--- config.mk ---
export PLATFORM = sky130hd
export DESIGN_NAME = tmcg_pixel
export DESIGN_NICKNAME = d
export VERILOG_FILES = /design/src/hw/rtl/tmcg_pkg.sv /design/src/hw/rtl/tmcg_pixel.sv
export SDC_FILE = /design/constraint.sdc
export NUM_CORES = 1
export LEC_CHECK = 0
export BUFFER_PORTS_ARGS = -buffer_cell sky130_fd_sc_hd__clkbuf_2
export CAP_MARGIN = 10
export CORE_UTILIZATION = 35
export DETAILED_ROUTE_END_ITERATION = 10
export PLACE_DENSITY = 0.89
export REMOVE_ABC_BUFFERS = 1
export SETUP_SLACK_MARGIN = 0.4
export SLEW_MARGIN = 25
export SYNTH_ARGS = -nofsm -noshare
export SYNTH_HDL_FRONTEND = slang
export SYNTH_SLANG_ARGS = --single-unit
--- constraint.sdc ---
create_clock -name vclk -period 1.4
set_input_delay 0.14 -clock vclk [all_inputs]
set_output_delay 0.14 -clock vclk [all_outputs]
set_load 0.05 [all_outputs]
--- src/hw/rtl/tmcg_pkg.sv ---
// shared types and constants for the text mode character generator
// no dependencies; used by tmcg_pixel and the top level
package tmcg_pkg;

    localparam int GLYPH_BYTES  = 2048;
    localparam int GLYPH_AW     = $clog2(GLYPH_BYTES);
    localparam int GLYPH_W      = 8;
    localparam int CODE_W       = 8;
    localparam int TROW_W       = 5;
    localparam int PROW_W       = 3;
    localparam int COL_W        = 6;
    localparam int PIX_W        = 14;
    localparam int HALF_PIX_W   = 7;
    localparam int SCAN_W       = 8;
    localparam int OFFS_W       = 10;
    localparam int S_TDATA_W    = 56;
    localparam int M_TDATA_W    = 32;

    localparam logic [OFFS_W-1:0] GROUP_STRIDE = 10'h028;

    // top two code bits select the display class
    localparam logic [1:0] CLASS_INVERSE = 2'b00;
    localparam logic [1:0] CLASS_FLASH   = 2'b01;

    typedef enum logic {
        OP_LOAD   = 1'b0,
        OP_RENDER = 1'b1
    } t_op;

    typedef struct packed {
        t_op               op;
        logic              wide_mode;
        logic              flash_phase;
        logic [1:0]        main_class;
        logic [TROW_W-1:0] text_row;
        logic [PROW_W-1:0] pixel_row;
        logic [COL_W-1:0]  column;
    } t_cell;

    typedef struct packed {
        logic              rendered;
        logic [PIX_W-1:0]  pixels;
        logic [SCAN_W-1:0] scanline;
        logic [OFFS_W-1:0] text_offset;
    } t_result;

endpackage

--- src/hw/rtl/tmcg_pixel.sv ---
// pixel formatting, scanline and text page offset for one cell
// depends on tmcg_pkg
module tmcg_pixel (
    input  tmcg_pkg::t_cell               i_cell,
    input  logic [tmcg_pkg::GLYPH_W-1:0]  i_main_glyph,
    input  logic [tmcg_pkg::GLYPH_W-1:0]  i_aux_glyph,
    output tmcg_pkg::t_result             o_result
);

    logic                              inv;
    logic [tmcg_pkg::PIX_W-1:0]        narrow_pix;
    logic [tmcg_pkg::PIX_W-1:0]        pix;
    logic [tmcg_pkg::OFFS_W-1:0]       row_off;
    logic [tmcg_pkg::OFFS_W-1:0]       group_off;
    logic [tmcg_pkg::OFFS_W-1:0]       offs;

    always_comb begin
        priority if (i_cell.main_class == tmcg_pkg::CLASS_INVERSE) begin
            inv = 1'b1;
        end else if (i_cell.main_class == tmcg_pkg::CLASS_FLASH) begin
            inv = ~i_cell.flash_phase;
        end else begin
            inv = 1'b0;
        end
    end

    // 40 column: bit 6 leftmost, each bit shown twice
    always_comb begin
        for (int k = 0; k < tmcg_pkg::HALF_PIX_W; k++) begin
            narrow_pix[2*k]   = i_main_glyph[tmcg_pkg::HALF_PIX_W-1-k] ^ inv;
            narrow_pix[2*k+1] = i_main_glyph[tmcg_pkg::HALF_PIX_W-1-k] ^ inv;
        end
    end

    assign pix = i_cell.wide_mode
               ? {i_main_glyph[tmcg_pkg::HALF_PIX_W-1:0], i_aux_glyph[tmcg_pkg::HALF_PIX_W-1:0]}
               : narrow_pix;

    assign row_off   = {i_cell.text_row[2:0], 7'b0};
    assign group_off = tmcg_pkg::OFFS_W'(tmcg_pkg::OFFS_W'(i_cell.text_row[4:3])
                                         * tmcg_pkg::GROUP_STRIDE);
    assign offs      = tmcg_pkg::OFFS_W'(row_off + group_off
                                         + tmcg_pkg::OFFS_W'(i_cell.column));

    always_comb begin
        if (i_cell.op == tmcg_pkg::OP_RENDER) begin
            o_result.rendered    = 1'b1;
            o_result.pixels      = pix;
            o_result.scanline    = {i_cell.text_row, i_cell.pixel_row};
            o_result.text_offset = offs;
        end else begin
            o_result = '0;
        end
    end

endmodule

==> impl_metrics.ini, run 1 <==
[floorplan]
die_y_um = 42.8
initial_core_util_pct = 38.3
num_rows = 14
die_x_um = 42.8
ports = 68

[synthesis]
synth_simple_gate_area_share_pct = 44.0
synth_area_um2 = 583
synth-adder-area-share_pct = 9.87
synth_xor_area_share_pct = 4.51
multiplexer_fraction_of_the_synthesized_cell_area_pct = 11.6
compound_gate_portion_of_the_synthesized_area_pct = 23.6
yosysWarnings = 0
synth_cells = 93
synth_top_family_by_area = simple AND/OR/NAND/NOR gates
synth_sequential_area_ratio_pct = 0
post_synth_num_cell_types = 21
synth_area_per_cell_um2 = 6.27

[placement]
place_inst = 175
number_of_buffer_cells_added_on_primary_ports = 66
gp_congestion = 0.803
place_hpwl_mm = 1.60

[timing]
postGrtWorstEndpoint = o_result[8]
worstEpCategory = top-level output

[outcome]
run_status = stopped before the end
error = [ERROR DPL-0038] Utilization greater than 100%, impossible to legalize
haltStage = 5_1_grt

[cts]
cts_hold_repair.buffers = 0

[global_routing]
grt_max_degree = 17
## synthesized netlist by cell type
cell type	number	area, µm²
buf_4	2	15.0
nand3_1	1	5.00
and2_1	15	93.8
ha_1	3	37.5
a21oi_1	1	5.00
nor2_1	19	71.3
nand2_1	3	11.3
nor2b_1	6	37.5
clkbuf_1	4	15.0
or2b_1	1	7.51
xor2_1	2	17.5
o211ai_1	1	7.51
fa_1	1	20.0
a21oi_2	2	17.5
or4b_1	3	30.0
a211oi_1	2	15.0
xnor2_1	1	8.76
mux2_2	6	67.6
inv_1	2	7.51
o31ai_1	1	7.51
o21ai_0	17	85.1
## stage by stage
stage | instance area [µm²] | setup WS, ps
3_5_place_dp | 948 | -339
3_3_place_gp | 948 | -269
2_1_floorplan | 553 | -550
4_1_cts | 1380 | -190
## repair_timing
action,in CTS
pin swaps,18
resized for setup,97
setup endpoints to repair,26
gates cloned,1
buffers inserted,5
## logic make-up after synthesis
logic type	after synthesis
and+or+nand+nor	48
AOI/OAI and AO/OA	24
buffers and inverters	8
muxes	6
adders and majority gates	4
xor gates and xnor gates	3
==> run 2, diff against run 1 <==
--- a/config.mk
+++ b/config.mk
@@ -7,11 +7,11 @@
 export LEC_CHECK = 0
 export BUFFER_PORTS_ARGS = -buffer_cell sky130_fd_sc_hd__clkbuf_2
 export CAP_MARGIN = 10
-export CORE_UTILIZATION = 35
+export CORE_AREA = 2 2 63 65
 export DETAILED_ROUTE_END_ITERATION = 10
-export PLACE_DENSITY = 0.89
+export DIE_AREA = 0 0 65 67
+export PLACE_DENSITY_LB_ADDON = 0.15
 export REMOVE_ABC_BUFFERS = 1
-export SETUP_SLACK_MARGIN = 0.4
 export SLEW_MARGIN = 25
 export SYNTH_ARGS = -nofsm -noshare
 export SYNTH_HDL_FRONTEND = slang
==> run 2 against run 1 <==
Compared with the run above: the flow now finishes, with violations (negative setup slack); synthesized cell count unchanged; area after synthesis unchanged.
==> impl_metrics.ini, run 2 <==
[timing]
max_slew.worst_pin.slew_ps = 311
worst_slew_margin_rel_pct = 79.0
final-max-slew-violation-count = 0
max_clock_freq_mhz = 655
finalHoldViolCount = 0
setup_viol_count_final = 5
timing.setup.tns_ps = -463
fin_crit_ps = 1530
fin_worst_hold_slack_ps = 678
timing.final.crit_share_pct = 109
post-route-worst-setup-slack_ps = -126
grt_setup_unrepaired = true

[cells_and_area]
num-nets-final = 204
n_sequential_cell = 0
fillers = 384
stdcell_area_um2 = 1320
final-seq-area_um2 = 0
layoutNonFillerInstCount = 211
layout.cells.most_common_list = clkbuf_2 (43), o21ai_0 (14), and2_1 (14), buf_4 (12), nor2_1 (11)
clock_buffer_count_in_the_final_layout = 0
postLayoutCoreUtil_pct = 36.7
n_antenna_cell = 0
mostFrequentLayoutCell = clkbuf_2
area_delta_synth_final_pct = 127
layout-drive-gt1-share_pct = 63.2

[floorplan]
fp.dieArea_um2 = 4360
die_x_um = 65
core_ar_um2 = 3610
ports = 68
num_rows = 22
die_y_um = 67
initial_core_util_pct = 16.2

[worst_setup_path]
path_class = input pin to primary output
critical-path-top-delay-family = simple AND/OR/NAND/NOR gates
crit_path_end_kind = primary output
critical-path-max-stage-delay_ps = 530
worstPathBufferInverterCount = 2
cp_cell_sequence = buf_8 -> ha_4 -> fa_2 -> a21oi_4 -> or4b_4 -> nand2_4 -> buf_12
worst_path_required_ps = 1260
timing.critical_path.fanout_max = 4
critical_path_arrival_ps = 1390
critPathLaunch = i_cell[12]
worst_setup_path_start_kind = input pin
critical-path-slowest-cell = or4b_4

[global_routing]
grt_max_degree = 22
initial_antenna_violation_count = 0
wire_length_of_the_first_global_routing_pass_mm = 3.34
grt_overflow_total = 0
groute.usage.overall_pct = 9.21
via_count_of_the_first_global_routing_pass = 785

[synthesis]
synth-adder-area-share_pct = 9.87
synth_cells = 93
synth_area_um2 = 583
synth_xor_area_share_pct = 4.51
synth_simple_gate_area_share_pct = 44.0
post_synth_num_cell_types = 21
synth_area_per_cell_um2 = 6.27
synth_top_family_by_area = simple AND/OR/NAND/NOR gates
multiplexer_fraction_of_the_synthesized_cell_area_pct = 11.6
netlist.area_leader.share_pct = 16.1
compound_gate_portion_of_the_synthesized_area_pct = 23.6
synth_top_cell_by_area = and2_1
netlist_top_cells_area = and2_1 (16%), o21ai_0 (15%), nor2_1 (12%), mux2_2 (12%), ha_1 (6.4%)
post-synth-top-count-cell = nor2_1
synthTopCellsByCount = nor2_1 (19), o21ai_0 (17), and2_1 (15)
yosysWarnings = 0
synth_sequential_area_ratio_pct = 0

[power]
design_power_total_mw = 0.682
int_pwr_mw = 0.270
power_leakage_nw = 0.623
power_switching_share_pct = 60.4
total_switching_power_mw = 0.412
p_seq_share_pct = 0
power_frac_comb_pct = 100.0
vdd_ir_drop_max_v = 0.000176
p_per_area_nw_per_um2 = 515
p_clk_share_pct = 0

[routing]
antenna_left = 0
routed_wl_mm = 2.18
average_detailed_routed_wire_length_per_instance_um = 10.3
firstDrtPassIters = 4
drc_violation_count_after_routing = 0
via_per_inst = 4.20
via_count_of_the_routed_design = 887
iteration_0_drc_count_of_the_detailed_router = 31

[outcome]
violations_in_the_final_reports = negative setup slack
run_status = complete, but fails checks

[min_path]
holdCritStartpoint = i_aux_glyph[2]
type_of_the_tightest_min_delay_check = input pin to primary output

[placement]
place_inst = 209
place_worst_setup_slack_ps = -309
postPlaceCellArea_um2 = 1050
number_of_buffer_cells_added_on_primary_ports = 66
place_hpwl_mm = 1.75
gp_congestion = 0.684

[flow_run]
timing.max_cap.violations = 0

[cts]
cts_hold_repair.buffers = 0
run 2: cell counts after synthesis:
Identical to the previous run, type by type.
run 2: path summary, 6_finish.rpt:
path                           end  cells past startpoint
worst max-delay path   o_result[9]                      7
worst min-delay path  o_result[20]                      4
run 2: power by group through the flow:
stage	Sequential [mW]	Combinational [mW]	Clock, mW
6_report	0	0.682	0
5_1_grt	0	0.723	0
4_1_cts	0	0.625	0
3_5_place_dp	0	0.559	0
3_3_place_gp	0	0.554	0
2_1_floorplan	0	0.359	0
run 2: cell families (layout without fill, tap and decap cells):
family | count (synthesis) | count (layout)
simple gates | 48 | 48
compound gates | 24 | 24
buf+inv | 8 | 78
mux | 6 | 6
fa+ha+maj | 4 | 4
xor+xnor | 3 | 3
run 2: metal layers:
| metal | global-route usage (%) | vias up | part of all wire [%] |
|---|---|---|---|
| met5 | 0 | - | 0 |
| met4 | 0 | 0 | 0 |
| met3 | 1.35 | 0 | 10 |
| met2 | 18.7 | 42 | 51 |
| met1 | 10.6 | 386 | 39 |
| li1 | - | 459 | - |
run 2: timing repair:
action | CTS | global route
setup buffers | 0 | 1
gates resized for setup | 33 | 49
pin swaps | 6 | 4
gates cloned | 0 | 1
endpoints found under the setup margin | 16 | 19
run 2: area by class of cell:
cell class         count  area [µm²]  share of cell area (%)
multi-input cells     85         658                    49.7
repair buffers        75         587                    44.3
repair inverters       1        7.51                   0.567
inverters              2        11.3                   0.851
well taps             48        60.1                    4.54
(Power assumes the default switching activity.)
==> run 3, diff against run 2 <==
--- a/config.mk
+++ b/config.mk
@@ -11,6 +11,7 @@
 export DETAILED_ROUTE_END_ITERATION = 10
 export DIE_AREA = 0 0 65 67
 export PLACE_DENSITY_LB_ADDON = 0.15
+export RECOVER_POWER = 100
 export REMOVE_ABC_BUFFERS = 1
 export SLEW_MARGIN = 25
 export SYNTH_ARGS = -nofsm -noshare
==> constraint.sdc (replaced) <==
create_clock -name vclk -period 1.9
set_input_delay 0.19 -clock vclk [all_inputs]
set_output_delay 0.19 -clock vclk [all_outputs]
set_load 0.05 [all_outputs]
==> run 3 against run 2 <==
Compared with the run above: the run now ends clean; largest power group unchanged; setup slack better by 210 ps; cell area shrank 29%; critical path depth down 1; die area unchanged; highest routed layer unchanged; non-clock buffer count fell by 8; final cell count shrank 4.3%; utilization is 11 points lower; count of clock-buffer cells in the layout did not move; combinational power fell by 45%; largest cell class unchanged; first-iteration DRC count down 35%; global-route usage shrank 0.75 points; wire length shrank 13%.
==> impl_metrics.ini, run 3 (synthesis gave the netlist of run 2 again) <==
[outcome]
run_status = complete, no violations

[timing]
setup_viol_count_final = 0
timing.final.crit_share_pct = 95.7
max_clock_freq_mhz = 550
grt_setup_unrepaired = false
max_slew.worst_pin.slew_ps = 614
final-max-slew-violation-count = 0
fin_crit_ps = 1820
worst_slew_margin_rel_pct = 59.2
finalHoldViolCount = 0

[cells_and_area]
postLayoutCoreUtil_pct = 26.2
num-nets-final = 195
layoutNonFillerInstCount = 202
clock_buffer_count_in_the_final_layout = 0
layout.cells.most_common_list = clkbuf_2 (48), nor2_1 (19), o21ai_0 (17), clkbuf_1 (16), and2_1 (14)
mostFrequentLayoutCell = clkbuf_2
area_delta_synth_final_pct = 61.8
final-seq-area_um2 = 0
n_antenna_cell = 0
n_sequential_cell = 0
fillers = 428
layout-drive-gt1-share_pct = 35.7

[floorplan]
core_ar_um2 = 3610
num_rows = 22
die_x_um = 65
fp.dieArea_um2 = 4360
die_y_um = 67
ports = 68
initial_core_util_pct = 16.2

[worst_setup_path]
worst_setup_path_start_kind = input pin
timing.critical_path.fanout_max = 4
critical_path_arrival_ps = 1630
worst_path_required_ps = 1710
crit_path_end_kind = primary output
critPathLaunch = i_cell[12]
path_class = input pin to primary output

[min_path]
type_of_the_tightest_min_delay_check = input pin to primary output
hold_path_end = o_result[9]
holdCritStartpoint = i_cell[11]
min_delay_path_depth = 4

[flow_run]
timing.max_cap.violations = 0

[power]
p_seq_share_pct = 0
power_leakage_nw = 0.473
vdd_ir_drop_max_v = 0.000133
p_clk_share_pct = 0
total_switching_power_mw = 0.273
int_pwr_mw = 0.102
power_switching_share_pct = 72.7
power_frac_comb_pct = 100.0
p_per_area_nw_per_um2 = 398

[global_routing]
initial_antenna_violation_count = 0
grt_overflow_total = 0
groute.usage.overall_pct = 8.46
via_count_of_the_first_global_routing_pass = 691
wire_length_of_the_first_global_routing_pass_mm = 3.09
grt_max_degree = 22

[cts]
cts_setup_buffers = 0
cts_hold_repair.buffers = 0
post_cts.resized_instances = 0

[routing]
average_detailed_routed_wire_length_per_instance_um = 9.33
iteration_0_drc_count_of_the_detailed_router = 20
antenna_left = 0
drc_violation_count_after_routing = 0
via_per_inst = 4.22
firstDrtPassIters = 4
via_count_of_the_routed_design = 853
routed_wl_mm = 1.89

[placement]
place_hpwl_mm = 1.66
place_inst = 202
gp_congestion = 0.687
number_of_buffer_cells_added_on_primary_ports = 66
==> run 3: cell count changes in the layout (fill, tap and decap cells not counted), moves of 5 or more <==
cell | previous run | this run
nor2_2 | 6 | 0
buf_4 | 12 | 2
clkbuf_2 | 43 | 48
buf_6 | 9 | 0
clkbuf_1 | 0 | 16
nor2_1 | 11 | 19
==> run 3: final cells by class <==
class	instances	area [µm²]	area share, %
Inverter	2	7.51	0.796
Multi-Input combinational cell	85	553	58.6
Tap cell	48	60.1	6.37
Timing Repair Buffer	67	323	34.2
==> run 3: power groups by stage <==
stage | logic (mW) | clock network, mW | registers [mW]
6_report | 0.376 | 0 | 0
4_1_cts | 0.382 | 0 | 0
3_3_place_gp | 0.379 | 0 | 0
3_5_place_dp | 0.381 | 0 | 0
5_1_grt | 0.407 | 0 | 0
2_1_floorplan | 0.264 | 0 | 0
==> run 3: worst max path at each step <==
| stage | endpoint | slack, ps |
|---|---|---|
| 6_report | o_result[8] | 80 |
| 5_1_grt | o_result[9] | 20 |
| 4_1_cts | o_result[9] | 40 |
| 3_5_place_dp | o_result[7] | 50 |
| 3_3_place_gp | o_result[9] | 70 |
| 2_1_floorplan | o_result[7] | -150 |
==> run 3: worst max-delay path, stage by stage <==
cell      delay (ps)
clkbuf_2         100
ha_1             390
o211ai_1         130
or4b_1           470
nand2_1           80
clkbuf_2         270
==> run 3: metal layers <==
| metal | wire length [µm] | track usage [%] | up-vias | share of wire [%] |
|---|---|---|---|---|
| li1 | - | - | 440 | - |
| met1 | 789 | 10.9 | 369 | 42 |
| met2 | 871 | 15.9 | 44 | 46 |
| met3 | 224 | 1.01 | 0 | 12 |
| met4 | 0 | 0 | 0 | 0 |
| met5 | 0 | 0 | - | 0 |
==> run 3: metrics by stage <==
step	setup TNS [ps]	area [µm²]	setup slack, ps	total power, mW	hold WS (ps)
global placement	0	951	72.3	0.379	820
global route	0	943	15.4	0.407	825
floorplan	-150	553	-150	0.264	380
finish	0	943	82.5	0.376	799
CTS	0	951	38.0	0.382	826
detailed placement	0	951	45.8	0.381	826
==> run 4, diff against run 3 <==
--- a/config.mk
+++ b/config.mk
@@ -12,7 +12,6 @@
 export DIE_AREA = 0 0 65 67
 export PLACE_DENSITY_LB_ADDON = 0.15
 export RECOVER_POWER = 100
-export REMOVE_ABC_BUFFERS = 1
 export SLEW_MARGIN = 25
 export SYNTH_ARGS = -nofsm -noshare
 export SYNTH_HDL_FRONTEND = slang
==> run 4 against run 3 <==
Compared with the run above: count of clock-buffer cells in the layout is the same; wire length grew 3.5%; non-clock buffer count is the same; combinational power is essentially flat; global-route usage shrank 0.14 points; worst hold slack lost 2.0 ps; setup slack gained 13 ps; die area is the same; total power grew 0.42%; sequential share of layout area is the same; critical path type unchanged; largest cell class unchanged; largest power group unchanged.
==> impl_metrics.ini, run 4 (synthesis gave the netlist of run 2 again) <==
[outcome]
run_status = complete, no violations

[floorplan]
core_ar_um2 = 3610
ports = 68
die_x_um = 65
die_y_um = 67
initial_core_util_pct = 16.2
fp.dieArea_um2 = 4360
num_rows = 22

[cells_and_area]
mostFrequentLayoutCell = clkbuf_2
layout.cells.most_common_list = clkbuf_2 (55), nor2_1 (19), o21ai_0 (17), and2_1 (13), clkbuf_1 (10)
n_antenna_cell = 0
fillers = 420
num-nets-final = 195
n_sequential_cell = 0
layoutNonFillerInstCount = 202
final-seq-area_um2 = 0
stdcell_area_um2 = 948
layout-drive-gt1-share_pct = 40.9
clock_buffer_count_in_the_final_layout = 0
area_delta_synth_final_pct = 62.7

[timing]
max_clock_freq_mhz = 554
finalHoldViolCount = 0
final-max-slew-violation-count = 0
post-route-worst-setup-slack_ps = 95.7
timing.setup.tns_ps = 0
max_slew.worst_pin.slew_ps = 609
grt_setup_unrepaired = false
timing.final.crit_share_pct = 95.0
fin_crit_ps = 1800
worst_slew_margin_rel_pct = 59.5
setup_viol_count_final = 0

[global_routing]
groute.usage.overall_pct = 8.32
wire_length_of_the_first_global_routing_pass_mm = 3.08
grt_overflow_total = 0
initial_antenna_violation_count = 0
via_count_of_the_first_global_routing_pass = 718
grt_max_degree = 19

[worst_setup_path]
worst_path_required_ps = 1710
crit_path_end_kind = primary output
path_class = input pin to primary output
critical_path_arrival_ps = 1610
worst_setup_path_start_kind = input pin
timing.critical_path.fanout_max = 7

[power]
vdd_ir_drop_max_v = 0.000100
p_per_area_nw_per_um2 = 398
design_power_total_mw = 0.377
power_leakage_nw = 0.490

[routing]
routed_wl_mm = 1.95
iteration_0_drc_count_of_the_detailed_router = 24
average_detailed_routed_wire_length_per_instance_um = 9.66
antenna_left = 0
via_per_inst = 4.20
drc_violation_count_after_routing = 0
via_count_of_the_routed_design = 849
firstDrtPassIters = 3

[placement]
number_of_buffer_cells_added_on_primary_ports = 66
place_worst_setup_slack_ps = 39.1
postPlaceCellArea_um2 = 956
place_hpwl_mm = 1.73
place_inst = 202
gp_congestion = 0.676

[cts]
cts_hold_repair.buffers = 0
post_cts.resized_instances = 0
cts_setup_buffers = 0

[min_path]
type_of_the_tightest_min_delay_check = input pin to primary output

[synthesis]
synth.net_count = 132

[flow_run]
timing.max_cap.violations = 0
-- run 4: path summary, 6_finish.rpt --
path,startpoint,end,slack (ps),depth (start not counted)
setup / recovery,i_cell[13],o_result[6],100,6
hold / removal,i_cell[11],o_result[9],800,4
-- run 4: worst max-delay path, cell delays in order --
cell and delay [ps]:
clkbuf_2 150, ha_1 300, a211oi_1 100, or4b_1 520
nand2_1 70, clkbuf_2 280
-- run 4: where the power goes --
group | leakage (nW) | total, mW | internal [mW] | switching [mW]
clock | 0 | 0 | 0 | 0
sequential | 0 | 0 | 0 | 0
combinational | 0.490 | 0.377 | 0.103 | 0.274
total | 0.490 | 0.377 | 0.103 | 0.274
-- run 4: layout make-up --
class                           instances  area [µm²]  share of cell area [%]
Multi-Input combinational cell         85         553                    58.3
Timing Repair Buffer                   67         328                    34.6
Tap cell                               48        60.1                    6.33
Inverter                                2        7.51                   0.792
-- run 4: routing by layer --
layer | track usage (%) | wire length [µm]
met2 | 16.0 | 920
met4 | 0 | 0
met1 | 10.6 | 852
met3 | 0.676 | 178
met5 | 0 | 0
-- run 4: stage by stage --
step	utilization, %	hold WS (ps)
finish	26.3	797
global route	26.3	836
CTS	26.5	825
detailed placement	26.5	825
global placement	26.5	818
floorplan	-	547
